==> src/rtl/core/lsa_pkg.sv <==
// shared types and constants for the laplacian saliency selector
package lsa_pkg;

   localparam int NumImages       = 4;
   localparam int PixBits         = 8;
   localparam int MagBits         = PixBits + 3;
   localparam int RowBits         = 12;
   localparam int WidthBits       = 11;
   localparam int HeightBits      = 13;
   localparam int CsrDataBits     = 13;
   localparam int ImgBits         = $clog2(NumImages);
   localparam int PackBits        = NumImages * PixBits;
   localparam int DefaultMaxWidth = 1024;
   localparam int MaxHeight       = 4096;

   localparam logic [WidthBits-1:0]  FrameWidthReset  = WidthBits'(640);
   localparam logic [HeightBits-1:0] FrameHeightReset = HeightBits'(480);

   typedef enum logic {
      CSR_FRAME_WIDTH  = 1'b0,
      CSR_FRAME_HEIGHT = 1'b1
   } lsa_csr_type;

   typedef enum logic [1:0] {
      STEP_UP_MID = 2'd0,
      STEP_DN_MID = 2'd1,
      STEP_UP_END = 2'd2,
      STEP_DN_END = 2'd3
   } lsa_step_type;

   // 3x3 neighbourhood of one frame, raster order, entry 4 is the centre
   typedef logic [8:0][PixBits-1:0] lsa_win_type;

   typedef logic [NumImages-1:0][MagBits-1:0] lsa_mag_array_type;

   typedef struct packed {
      logic [RowBits-1:0] row;
      logic               last_in_run;
      logic               frame_done;
   } lsa_tag_type;

endpackage

==> src/rtl/core/lsa_merge.sv <==
// picks the frame with the strictly largest magnitude, lower index on ties
module lsa_merge (
   input  lsa_pkg::lsa_mag_array_type  mags,
   output logic [lsa_pkg::ImgBits-1:0] best_idx,
   output logic [lsa_pkg::MagBits-1:0] best_mag
);
   import lsa_pkg::*;

   always_comb begin
      best_idx = '0;
      best_mag = '0;
      for (int k = 0; k < NumImages; k++) begin
         if (mags[k] > best_mag) begin
            best_mag = mags[k];
            best_idx = ImgBits'(k);
         end
      end
   end

endmodule

==> config.mk <==
export PLATFORM = sky130hd
export DESIGN_NAME = lsa_merge
export DESIGN_NICKNAME = d
export VERILOG_FILES = /design/src/rtl/core/lsa_pkg.sv /design/src/rtl/core/lsa_merge.sv
export SDC_FILE = /design/constraint.sdc
export NUM_CORES = 1
export LEC_CHECK = 0
export ABC_AREA = 1
export BUFFER_PORTS_ARGS = -buffer_cell sky130_fd_sc_hd__buf_2
export CAP_MARGIN = 20
export CELL_PAD_IN_SITES_DETAIL_PLACEMENT = 1
export CELL_PAD_IN_SITES_GLOBAL_PLACEMENT = 1
export CORE_UTILIZATION = 32
export DETAILED_ROUTE_END_ITERATION = 10
export PLACE_DENSITY = 0.79
export SETUP_SLACK_MARGIN = 0.3
export SYNTH_ARGS = -nofsm -noshare
export SYNTH_HDL_FRONTEND = slang
export SYNTH_SLANG_ARGS = --single-unit
==> constraint.sdc <==
create_clock -name vclk -period 8
set_input_delay 2.4 -clock vclk [all_inputs]
set_output_delay 2.4 -clock vclk [all_outputs]
set_load 0.02 [all_outputs]
==> results of run 1 <==
## cell families after synthesis
family | Yosys count
compound gates | 19
fa+ha+maj | 33
buf+inv | 57
simple gates | 154
## Yosys cell counts
master / count
inv_2: 3
ha_1: 33
nand4_1: 4
buf_12: 1
clkbuf_1: 1
nand3_4: 1
nand3_1: 14
o21a_1: 2
nand2_2: 24
a21oi_2: 1
nor2_1: 6
clkbuf_8: 2
and2_1: 1
o21ai_0: 3
a21oi_1: 11
buf_6: 3
nor4_1: 1
nand3b_1: 1
a21o_1: 1
nand2_1: 80
nand2_4: 1
inv_1: 47
nand3_2: 20
o21ai_1: 1
nor2_4: 1
## stage by stage
stage               cells  hold slack, ns  setup WS, ns
floorplan             263            4.94       -0.0804
detailed placement    460            5.15        -0.974
global placement      460            5.14        -0.585
==> impl_metrics.yaml, run 1 <==
yosys:
  synth_area_sq_um: 1620
  yosysWarnings: 0
  synthSimpleGateAreaFrac: 0.511
  seq_area_frac_synth: 0
  synth_top_area_share: 0.255
  synth_cell_types: 25
  syn_inst: 263
  synth_top_family_by_area: "simple AND/OR/NAND/NOR gates"
  synthMuxAreaShare: 0
  synthAdderAreaFrac: 0.255
  ys_top_cells_by_area: "ha_1 (25%), nand2_1 (19%), nand3_2 (12%)"
  avgSynthCellArea_sq_um: 6.16
  synth_compound_area_frac: 0.0656
  synth-xor-area-share: 0
  yosysTopAreaCell: "ha_1"
  synth_nets: 340
placed_design:
  place_area_sq_um: 2700
  dp_hpwl_mm: 5.71
  port_buffers: 57
  place_congestion: 0.812
die:
  die_w_um: 73.2
  io_pins: 57
  die_y_um: 73.2
  rows: 25
  start_util: 0.339
run_status:
  outcome: "stopped before the end"
  haltStage: "clock tree synthesis"
  error: "[ERROR DPL-0033] detailed placement checks failed during check placement."
clock_network:
  cts_hold_buf: 0
  cts.repair.resized: 133
  post_cts_buffers: 11
==> inputs of run 2 (changes only) <==
--- a/config.mk
+++ b/config.mk
@@ -8,12 +8,9 @@
 export ABC_AREA = 1
 export BUFFER_PORTS_ARGS = -buffer_cell sky130_fd_sc_hd__buf_2
 export CAP_MARGIN = 20
-export CELL_PAD_IN_SITES_DETAIL_PLACEMENT = 1
-export CELL_PAD_IN_SITES_GLOBAL_PLACEMENT = 1
-export CORE_UTILIZATION = 32
+export CORE_UTILIZATION = 37
 export DETAILED_ROUTE_END_ITERATION = 10
-export PLACE_DENSITY = 0.79
-export SETUP_SLACK_MARGIN = 0.3
+export PLACE_DENSITY_LB_ADDON = 0.15
 export SYNTH_ARGS = -nofsm -noshare
 export SYNTH_HDL_FRONTEND = slang
 export SYNTH_SLANG_ARGS = --single-unit
==> constraint.sdc (replaced) <==
create_clock -name vclk -period 10.4
set_input_delay 3.12 -clock vclk [all_inputs]
set_output_delay 3.12 -clock vclk [all_outputs]
set_load 0.02 [all_outputs]
==> run 2 against run 1 <==
The flow now finishes without violations. Area after synthesis stayed put. Synthesized cell count did not move.
==> impl_metrics.yaml, run 2 <==
pwr:
  powerDensity_nw_per_um2: 118
  peakVddDrop_v: 0.0000528
  leakage_nw: 1.31
yosys:
  synth_cell_types: 25
  synth_top_area_share: 0.255
  seq_area_frac_synth: 0
  synthMuxAreaShare: 0
  avgSynthCellArea_sq_um: 6.16
  synthSimpleGateAreaFrac: 0.511
  yosysMostFrequentCell: "nand2_1"
  synthAdderAreaFrac: 0.255
  synth_top_family_by_area: "simple AND/OR/NAND/NOR gates"
  yosysTopAreaCell: "ha_1"
  synth_area_sq_um: 1620
  yosysWarnings: 0
  syn_inst: 263
  ys_top_cells_by_count: "nand2_1 (80), inv_1 (47), ha_1 (33)"
  synth_compound_area_frac: 0.0656
  synth_nets: 340
  synth-xor-area-share: 0
  ys_top_cells_by_area: "ha_1 (25%), nand2_1 (19%), nand3_2 (12%)"
clock_network:
  cts_hold_buf: 0
timing:
  fin_setup_tns_ns: 0
  setup_ws_ns: 0.274
  drv_slew: 0
  holdWs_ns: 6.57
  min_period_over_period: 0.974
  tightestPinTransition_ns: 0.231
  setup_viol: 0
  slew_headroom: 0.845
  fmax_ghz: 0.0988
  period_needed_ns: 10.13
  hold_viol: 0
die:
  die_w_um: 68.2
  dieArea_sq_um: 4650
  start_util: 0.394
  design.core.area_sq_um: 4120
  die_y_um: 68.2
  rows: 23
  io_pins: 57
finish:
  nClkBuffers: 0
  synthToLayoutAreaGrowth_pct: 29.5
  final_cells: 374
  antenna_cells: 0
  multi_input_area_sq_um: 1470
  seq_area_sq_um: 0
  utilization: 0.510
  drive_gt1_frac: 0.398
  mostFrequentLayoutCells: "nand2_1 (78), buf_2 (54), inv_1 (46), ha_1 (30), nand2_2 (23)"
  nets: 403
  seq_cells: 0
  nFillCells: 434
  mostFrequentLayoutCell: "nand2_1"
global_route:
  grt-ovfl-total: 0
  grt_max_degree: 13
  grt_pass1_vias: 1477
  grt_first_pass_wirelength_mm: 6.11
  track_usage: 0.166
  antenna_found_initial: 0
placed_design:
  dp_hpwl_mm: 3.49
  placedCellCount: 368
  pre_cts_ws_ns: 0.0707
  place_congestion: 0.844
  port_buffers: 57
setup_path:
  critical_path.max_fanout: 8
  cpPeakStageDelay_ns: 0.29
  crit_family: "simple AND/OR/NAND/NOR gates"
  arrival_ns: 7.01
  crit_path_end_kind: "output port"
  critical_path_class: "input port to output port"
  critical_path_required_ns: 7.28
  cpMostUsedCell: "nand2_2"
  start_kind: "input port"
  path_buf_inv: 6
  cp_slowest_cell: "ha_1"
routing:
  drtIter0Drc: 61
  final_antenna_net_count: 0
  remaining_drc_errors: 0
  drt-total-wl_mm: 4.09
  post_drt_via_cell_ratio: 4.77
  first_pass_iters: 4
  vias: 1783
  wl_per_cell_um: 10.9
job:
  maxCapViolCount: 0
min_path:
  hp-class: "input port to output port"
run_status:
  outcome: "complete, no violations"
[run 2: cell counts after synthesis]
No cell type changed its count.
[run 2: cell type report]
type,count,area share
inverters,50,0.0942
well taps,50,0.0298
multi-input cells,208,0.698
repair buffers,66,0.178
[run 2: routing by layer]
layer | vias up | wire length, um | GRT usage
met2 | 46 | 1850 | 0.295
met3 | 0 | 200 | 0
met5 | - | 0 | 0
li1 | 960 | - | -
met1 | 777 | 2040 | 0.235
met4 | 0 | 0 | 0
[run 2: timing repair]
action	4_1_cts	5_1_grt
gates resized for setup	0	24
endpoints found under the setup margin	0	12
buffers inserted	0	4
[run 2: cell families (layout without fill, tap and decap cells)]
family	after synthesis	after routing
compound gates	19	19
fa+ha+maj	33	33
buf+inv	57	116
simple gates	154	156
[run 2: metrics by stage]
stage          area (sq um)  power [W]
2_1_floorplan          1620   0.000170
3_3_place_gp           1930   0.000227
3_5_place_dp           1930   0.000227
4_1_cts                1930   0.000228
5_1_grt                2100   0.000277
6_report               2100   0.000247
[run 2: power breakdown]
group	switching, W	internal (W)
logic	0.000150	0.0000972
clock network	0	0
registers	0	0
[run 2: worst paths after layout]
kind / to / slack [ns] / start / cells past startpoint
max: best_mag[8] / 0.27 / mags[9] / 29
min: best_mag[5] / 6.57 / mags[38] / 4
No activity file was read; power rests on OpenSTA's default activity.
