--- config.mk ---
export PLATFORM = sky130hd
export DESIGN_NAME = lsa_lane
export DESIGN_NICKNAME = d
export VERILOG_FILES = /design/src/rtl/core/lsa_pkg.sv /design/src/rtl/core/lsa_lane.sv
export SDC_FILE = /design/constraint.sdc
export NUM_CORES = 1
export LEC_CHECK = 0
export BUFFER_PORTS_ARGS = -buffer_cell sky130_fd_sc_hd__buf_2
export CAP_MARGIN = 30
export CORE_UTILIZATION = 35
export DETAILED_ROUTE_END_ITERATION = 6
export SETUP_SLACK_MARGIN = 0.4
export SLEW_MARGIN = 30
export SYNTH_ARGS = -nofsm -noshare
export SYNTH_HDL_FRONTEND = slang
export SYNTH_SLANG_ARGS = --single-unit
--- constraint.sdc ---
create_clock -name vclk -period 14.7
set_clock_uncertainty 0.15 [all_clocks]
set_input_delay 2.94 -clock vclk [all_inputs]
set_output_delay 2.94 -clock vclk [all_outputs]
set_load 0.005 [all_outputs]
--- src/rtl/core/lsa_pkg.sv ---
// shared types and constants for the laplacian saliency selector
package lsa_pkg;

   localparam int NumImages       = 4;
   localparam int PixBits         = 8;
   localparam int MagBits         = PixBits + 3;
   localparam int RowBits         = 12;
   localparam int WidthBits       = 11;
   localparam int HeightBits      = 13;
   localparam int CsrDataBits     = 13;
   localparam int ImgBits         = $clog2(NumImages);
   localparam int PackBits        = NumImages * PixBits;
   localparam int DefaultMaxWidth = 1024;
   localparam int MaxHeight       = 4096;

   localparam logic [WidthBits-1:0]  FrameWidthReset  = WidthBits'(640);
   localparam logic [HeightBits-1:0] FrameHeightReset = HeightBits'(480);

   typedef enum logic {
      CSR_FRAME_WIDTH  = 1'b0,
      CSR_FRAME_HEIGHT = 1'b1
   } lsa_csr_type;

   typedef enum logic [1:0] {
      STEP_UP_MID = 2'd0,
      STEP_DN_MID = 2'd1,
      STEP_UP_END = 2'd2,
      STEP_DN_END = 2'd3
   } lsa_step_type;

   // 3x3 neighbourhood of one frame, raster order, entry 4 is the centre
   typedef logic [8:0][PixBits-1:0] lsa_win_type;

   typedef logic [NumImages-1:0][MagBits-1:0] lsa_mag_array_type;

   typedef struct packed {
      logic [RowBits-1:0] row;
      logic               last_in_run;
      logic               frame_done;
   } lsa_tag_type;

endpackage

--- src/rtl/core/lsa_lane.sv ---
// absolute 3x3 laplacian of one frame's neighbourhood
module lsa_lane (
   input  lsa_pkg::lsa_win_type        win,
   output logic [lsa_pkg::MagBits-1:0] mag
);
   import lsa_pkg::*;

   logic [MagBits-1:0] nsum;
   logic [MagBits:0]   diff;

   always_comb begin
      nsum = '0;
      for (int i = 0; i < 9; i++) begin
         if (i != 4) begin
            nsum = nsum + MagBits'(win[i]);
         end
      end
      diff = {1'b0, nsum} - {1'b0, win[4], 3'b000};
      if (diff[MagBits]) begin
         mag = MagBits'(-diff);
      end else begin
         mag = diff[MagBits-1:0];
      end
   end

endmodule

==> results.toml, run 1 <==
[routing]
drc = 0
route.vias.total = 1550
antenna_left = 0
drtIter0Drc = 27
wire_per_inst_um = 8.984
wirelength_um = 3270
avgViaCountPerCell = 4.258
dr.pass1.iters = 4

[layout]
fillers = 566
drive_above_1_share_pct = 31.51
finalNetCount = 437
num_antenna_cells = 0
utilization_pct = 45.81
design.seq.count = 0
multi_input_area_um2 = 1759
area_growth_pct = 24.68
instances_no_fill = 364
regArea_um2 = 0
clkbuf_count = 0

[sta]
tightestPinTransition_ns = 0.4335
rsz0062_at_grt = "no"
setup_slack_ns = 4.540
setup-tns-final_ns = 0
finalCritPeriodShare_pct = 69.11
report.final.setup_viol = 0
final.min_clock_period_ns = 10.16
slew_headroom_pct = 71.00
fmax_ghz = 0.09843
hold_viol_final = 0
drv_slew = 0

[setup_path]
crit_path_top_delay_cell = "fa_1"
worstPathCellList = "buf_2 > fa_1 > fa_1 > fa_1 > inv_1 > fa_1 > inv_1 > ha_1 > a21oi_1 > o211ai_2 > and4b_1 > nor3_1 > a31oi_1 > xnor2_1 > buf_2"
critPathMaxStageDelay_ns = 0.59
cp_top_family = "adder cells"
critical_path.max_fanout = 4
arrival_ns = 7.07
path_buf_inv = 4
cpMostUsedCell = "fa_1"
end_kind = "primary output"
required_ns = 11.61
startpoint_type = "primary input"
worstSetupPathType = "in -> out"

[floorplanning]
dieHeight_um = 78.50
start_util_pct = 36.75
dieArea_um2 = 6162
row_count = 27
io_pins = 83
die_w_um = 78.50
core_area_um2 = 5574

[synth]
yosys_warnings = 0
synth.distinct_cells = 30
synthesis.nets = 352
yosysSeqAreaShare_pct = 0
avgSynthCellArea_um2 = 9.800
syn_area_um2 = 2048
synthCells = 209

[grt]
grt_usage_pct = 12.32
grt_pass1_wl_um = 6465
grt_start_max_net_pins = 11
grt-ovfl-total = 0
grt_pass1_vias = 1714
antenna_found_initial = 0

[run]
drv_cap = 0

[placed_design]
dp_cells = 364
dp_hpwl_um = 3254
numPortBuffers = 83
place.gp.congestion = 0.7052
preCtsSetupSlack_ns = 4.496

[cts]
cts_resized = 0
cts_setup_buffers = 0
hold_buffers = 0

[hold_path]
hold_class = "in -> out"

[run_status]
status = "finished, final reports clean"
metrics by stage:
stage          hold slack (ns)  area (µm²)
6_report                 6.263        2554
5_1_grt                  6.313        2554
4_1_cts                  6.277        2554
3_5_place_dp             6.264        2554
3_3_place_gp             6.274        2554
2_1_floorplan            6.021        2048
synthesized netlist by cell type:
cell      instances  area share [%]
nand4_1           1            0.31
xnor2_2           1            0.79
nor3_1            3            0.73
o211ai_2          1            0.61
mux2_1            1            0.55
a31oi_1           2            0.61
nand2b_1          2            0.61
o31ai_4           1             1.0
xnor2_4           1             1.3
and3_1            1            0.31
xor2_2            1            0.79
or3_4             1            0.55
xnor2_1           6             2.6
fa_1             52              51
o21bai_1          1            0.37
xor2_1            7             3.0
o22ai_1           1            0.31
o21ai_0           3            0.73
or2b_1            1            0.37
nor4_2            1            0.61
ha_1             19              12
a31oi_4           1             1.0
a21oi_1           5             1.2
a211oi_1          2            0.73
nor2_1            8             1.5
a21oi_2           1            0.43
nand3_1           4            0.98
nor2b_1           3            0.92
and4b_1           1            0.49
inv_1            77              14
layout make-up:
| type | instances | area share, % |
|---|---|---|
| multi-input combinational | 132 | 68.89 |
| timing repair buffer | 83 | 16.27 |
| inverter | 77 | 11.32 |
| tap | 72 | 3.528 |
logic make-up after synthesis:
logic type / count (synthesis) / share of synthesized area [%]
buffers and inverters: 77 / 14.11
XOR/XNOR: 16 / 8.492
multiplexers: 1 / 0.5497
adder cells (fa/ha/maj): 71 / 62.43
AO/OA/AOI/OAI: 18 / 7.086
AND/OR/NAND/NOR: 26 / 7.331
layout by cell type, fill, tap and decap left out, drive strengths merged, types with 4 or more instances in the layout:
cell type / count
fa: 52
buf: 83
xnor2: 8
nor2: 8
nand3: 4
inv: 77
a21oi: 6
xor2: 8
ha: 19
worst paths after layout:
path / cells past startpoint / from / endpoint
max: 15 / win[3] / mag[10]
min: 4 / win[64] / mag[0]
layer usage:
| metal | global-route usage, % | vias to the layer above | routed length, µm |
|---|---|---|---|
| met5 | 0 | - | 0 |
| met4 | 0 | 0 | 0 |
| met3 | 0.3488 | 0 | 169 |
| met2 | 26.35 | 43 | 1852 |
| met1 | 13.91 | 730 | 1248 |
| li1 | - | 777 | - |
Power of run 1 is left out: the tool's default activity adds up to more than one toggle a clock period on the data nets, which glitch-free logic cannot reach.
==> run 2, diff against run 1 <==
- ABC_AREA: default -> 1
- clock period: 14.7 -> 10.3 ns (I/O delays scaled with it)
==> results.toml, run 2 <==
[layout]
drive_above_1_share_pct = 23.87
clkbuf_count = 0
regArea_um2 = 0
layout_commonest_cell = "inv_1"
fillers = 624
num_antenna_cells = 0
design.seq.count = 0
finalNetCount = 522
area_growth_pct = 22.27
final_cell_mix = "102 x inv_1, 83 x buf_2, 66 x nand2_1"
utilization_pct = 45.37
stdcell_area_um2 = 2734

[setup_path]
required_ns = 8.09
worstSetupPathType = "in -> out"
end_kind = "primary output"
critical_path.max_fanout = 3
arrival_ns = 6.04
startpoint_type = "primary input"

[placed_design]
numPortBuffers = 83
dpl-instance-area_um2 = 2734
dp_hpwl_um = 3845
place.gp.congestion = 0.8294

[floorplanning]
core_area_um2 = 6026
io_pins = 83
dieHeight_um = 81.93
start_util_pct = 37.11
row_count = 28
dieArea_um2 = 6712
die_w_um = 81.93

[synth]
yosys.cell_count.top_type = "inv_1"
synthCells = 295
yosys_warnings = 0
yosysTopAreaCell = "fa_1"
synthTopCellsByCount = "102 x inv_1, 66 x nand2_1, 52 x fa_1, 20 x nand3_1, 19 x ha_1"
syn_area_um2 = 2236
synth_top_area_share_pct = 46.56
synth.distinct_cells = 18
yosysSeqAreaShare_pct = 0
synthesis.nets = 438
avgSynthCellArea_um2 = 7.579
synth_area_leaders = "fa_1 47%, inv_1 17%, nand2_1 11%"

[routing]
antenna_left = 0
drc = 0
drtIter0Drc = 38
avgViaCountPerCell = 4.312
wirelength_um = 3946
wire_per_inst_um = 8.730
dr.pass1.iters = 4
route.vias.total = 1949

[sta]
slew_headroom_pct = 75.78
rsz0062_at_grt = "no"
tightestPinTransition_ns = 0.3607
fmax_ghz = 0.1213
setup-tns-final_ns = 0
finalCritPeriodShare_pct = 80.06
hold_viol_final = 0
hold_slack_ns = 4.486
final.min_clock_period_ns = 8.247
drv_slew = 0
report.final.setup_viol = 0

[cts]
hold_buffers = 0
cts_setup_buffers = 0
cts_resized = 0

[run_status]
status = "finished, final reports clean"

[grt]
grt_start_max_net_pins = 14
grt-ovfl-total = 0
grt_usage_pct = 13.49
grt_pass1_wl_um = 7493
grt_pass1_vias = 2039
antenna_found_initial = 0

[hold_path]
hold_class = "in -> out"

[run]
drv_cap = 0
run 2: critical path, stage by stage:
cell	delay [ns]
buf_2	0.11
fa_1	0.56
fa_1	0.45
fa_1	0.56
inv_1	0.06
fa_1	0.46
inv_1	0.07
ha_1	0.19
inv_1	0.07
fa_1	0.54
nand3_1	0.12
nor2_1	0.18
nand2_1	0.09
nor2_1	0.10
nand2_1	0.06
nand2_1	0.09
nand3_1	0.07
nand2_1	0.06
inv_1	0.03
buf_2	0.11
run 2: worst paths after layout:
path | start | depth (start not counted) | endpoint | slack [ns]
setup / recovery | win[18] | 20 | mag[10] | 2.05
hold / removal | win[64] | 4 | mag[0] | 4.49
run 2: kinds of logic after synthesis:
group,synth area share [%]
AOI/OAI and AO/OA,1.455
xor gates and xnor gates,3.470
adders and majority gates,57.19
buffers and inverters,17.63
and+or+nand+nor,20.26
run 2: per-layer routing:
layer | GRT usage, % | part of all wire, %
met2 | 29.42 | 55
met3 | 0.7778 | 4.4
met5 | 0 | 0
met1 | 14.03 | 41
met4 | 1.228 | 0
run 2: cell type report:
class / instances / area [µm²] / share of cell area, %
well taps: 75 / 93.84 / 3.432
repair buffers: 83 / 415.4 / 15.19
multi-input cells: 192 / 1842 / 67.37
inverters: 102 / 382.9 / 14.00
run 2: stage by stage:
stage,worst slack [ns],instances
after floorplan,2.515,295
after global placement,2.103,452
after detailed placement,2.058,452
after CTS,2.020,452
after global routing,1.701,452
final,2.053,452
Power of run 2 is left out for the same reason.
==> run 3, diff against run 2 <==
- ABC_AREA: 1 -> 0
- clock period: 10.3 -> 7.9 ns (I/O delays scaled with it)
==> results.toml, run 3 (synthesis results as in run 1) <==
[setup_path]
cpMostUsedCell = "fa_1"
worstPathCellList = "buf_2 > fa_1 > fa_1 > fa_1 > inv_1 > fa_1 > inv_1 > ha_1 > a21oi_4 > o211ai_4 > a31oi_4 > xnor2_4 > mux2_1 > buf_2"
end_kind = "primary output"
arrival_ns = 5.61
required_ns = 6.17
crit_path_top_delay_cell = "fa_1"
critical_path.max_fanout = 5
startpoint_type = "primary input"
critPathMaxStageDelay_ns = 0.61
worstSetupPathType = "in -> out"

[layout]
layout_commonest_cell = "buf_2"
num_antenna_cells = 0
clkbuf_count = 0
drive_above_1_share_pct = 38.51
area_growth_pct = 33.78
fillers = 545
regArea_um2 = 0
design.seq.count = 0
finalNetCount = 441
final_cell_mix = "83 x buf_2, 76 x inv_1, 51 x fa_1"

[hold_path]
hold_depth = 4
holdCritStartpoint = "win[64]"
min_to = "mag[0]"
hold_class = "in -> out"

[run]
drv_cap = 0

[placed_design]
dp_hpwl_um = 3244
place.gp.congestion = 0.6897
numPortBuffers = 83

[grt]
antenna_found_initial = 0
grt_pass1_vias = 1785
grt_usage_pct = 12.72
grt_start_max_net_pins = 11
grt_pass1_wl_um = 6720
grt-ovfl-total = 0

[sta]
finalCritPeriodShare_pct = 92.92
rsz0062_at_grt = "no"
hold_viol_final = 0
drv_slew = 0
tightestPinTransition_ns = 0.3414
report.final.setup_viol = 0
final.min_clock_period_ns = 7.340
setup-tns-final_ns = 0
fmax_ghz = 0.1362
slew_headroom_pct = 77.22

[floorplanning]
core_area_um2 = 5574
die_w_um = 78.50
dieArea_um2 = 6162
start_util_pct = 36.75
row_count = 27
io_pins = 83
dieHeight_um = 78.50

[routing]
wirelength_um = 3600
route.vias.total = 1587
dr.pass1.iters = 3
avgViaCountPerCell = 4.313
drc = 0
drtIter0Drc = 5
antenna_left = 0
wire_per_inst_um = 9.783

[run_status]
status = "finished, final reports clean"
==> run 3: changes by cell type in the layout (fill, tap and decap cells not counted), moves of 5 or more <==
| cell | change |
|---|---|
| nand2_1 | -66 |
| nand2_2 | -5 |
| inv_1 | -26 |
| xnor2_1 | +5 |
| nand3_1 | -18 |
| xor2_2 | +5 |
==> run 3: area by class of cell <==
| cell class | count | area, µm² | share of cell area (%) |
|---|---|---|---|
| inverter | 77 | 289.0 | 10.55 |
| timing repair buffer | 86 | 437.9 | 15.98 |
| tap | 72 | 90.09 | 3.288 |
| multi-input combinational | 133 | 1923 | 70.18 |
==> run 3: critical path: cells and delay by family <==
| family | cells | cell delay, ns |
|---|---|---|
| XOR/XNOR | 1 | 0.19 |
| AO/OA/AOI/OAI | 3 | 0.62 |
| multiplexers | 1 | 0.34 |
| buffers and inverters | 4 | 0.38 |
| adder cells (fa/ha/maj) | 5 | 2.52 |
==> run 3: repair_timing <==
action | 4_1_cts | 5_1_grt
buffers inserted | 0 | 3
hold buffers | 0 | 0
gates cloned | 0 | 1
pin swaps | 0 | 17
endpoints found under the setup margin | 1 | 8
gates resized for setup | 1 | 26
==> run 3: stage by stage <==
step                      instances  util, %  cell area [µm²]  setup WS (ns)  hold slack, ns
after floorplan                 209        -             2048         0.9161           3.301
after global placement          364    45.81             2554         0.4348           3.554
after detailed placement        364    45.81             2554         0.4168           3.553
after CTS                       364    45.90             2559         0.4503           3.566
after global routing            368    49.16             2740         0.3674           3.598
final                           368    49.16             2740         0.5596           3.551
==> run 3: per-layer routing <==
layer	up-vias	global-route usage, %	wire [µm]
met5	-	0	0
met4	0	0	14
met3	2	0.4651	168
met2	45	27.48	2113
met1	757	14.06	1304
li1	783	-	-
==> run 3: how the worst max path moves through the flow <==
stage                     startpoint      end  slack, ns  depth (start not counted)
after floorplan              win[18]   mag[9]       0.92                         15
after global placement        win[3]  mag[10]       0.43                         15
after detailed placement      win[3]  mag[10]       0.42                         15
after CTS                    win[18]   mag[9]       0.45                         17
after global routing          win[3]   mag[4]       0.37                         15
final                         win[3]   mag[1]       0.56                         14
Power of run 3 is left out for the same reason.
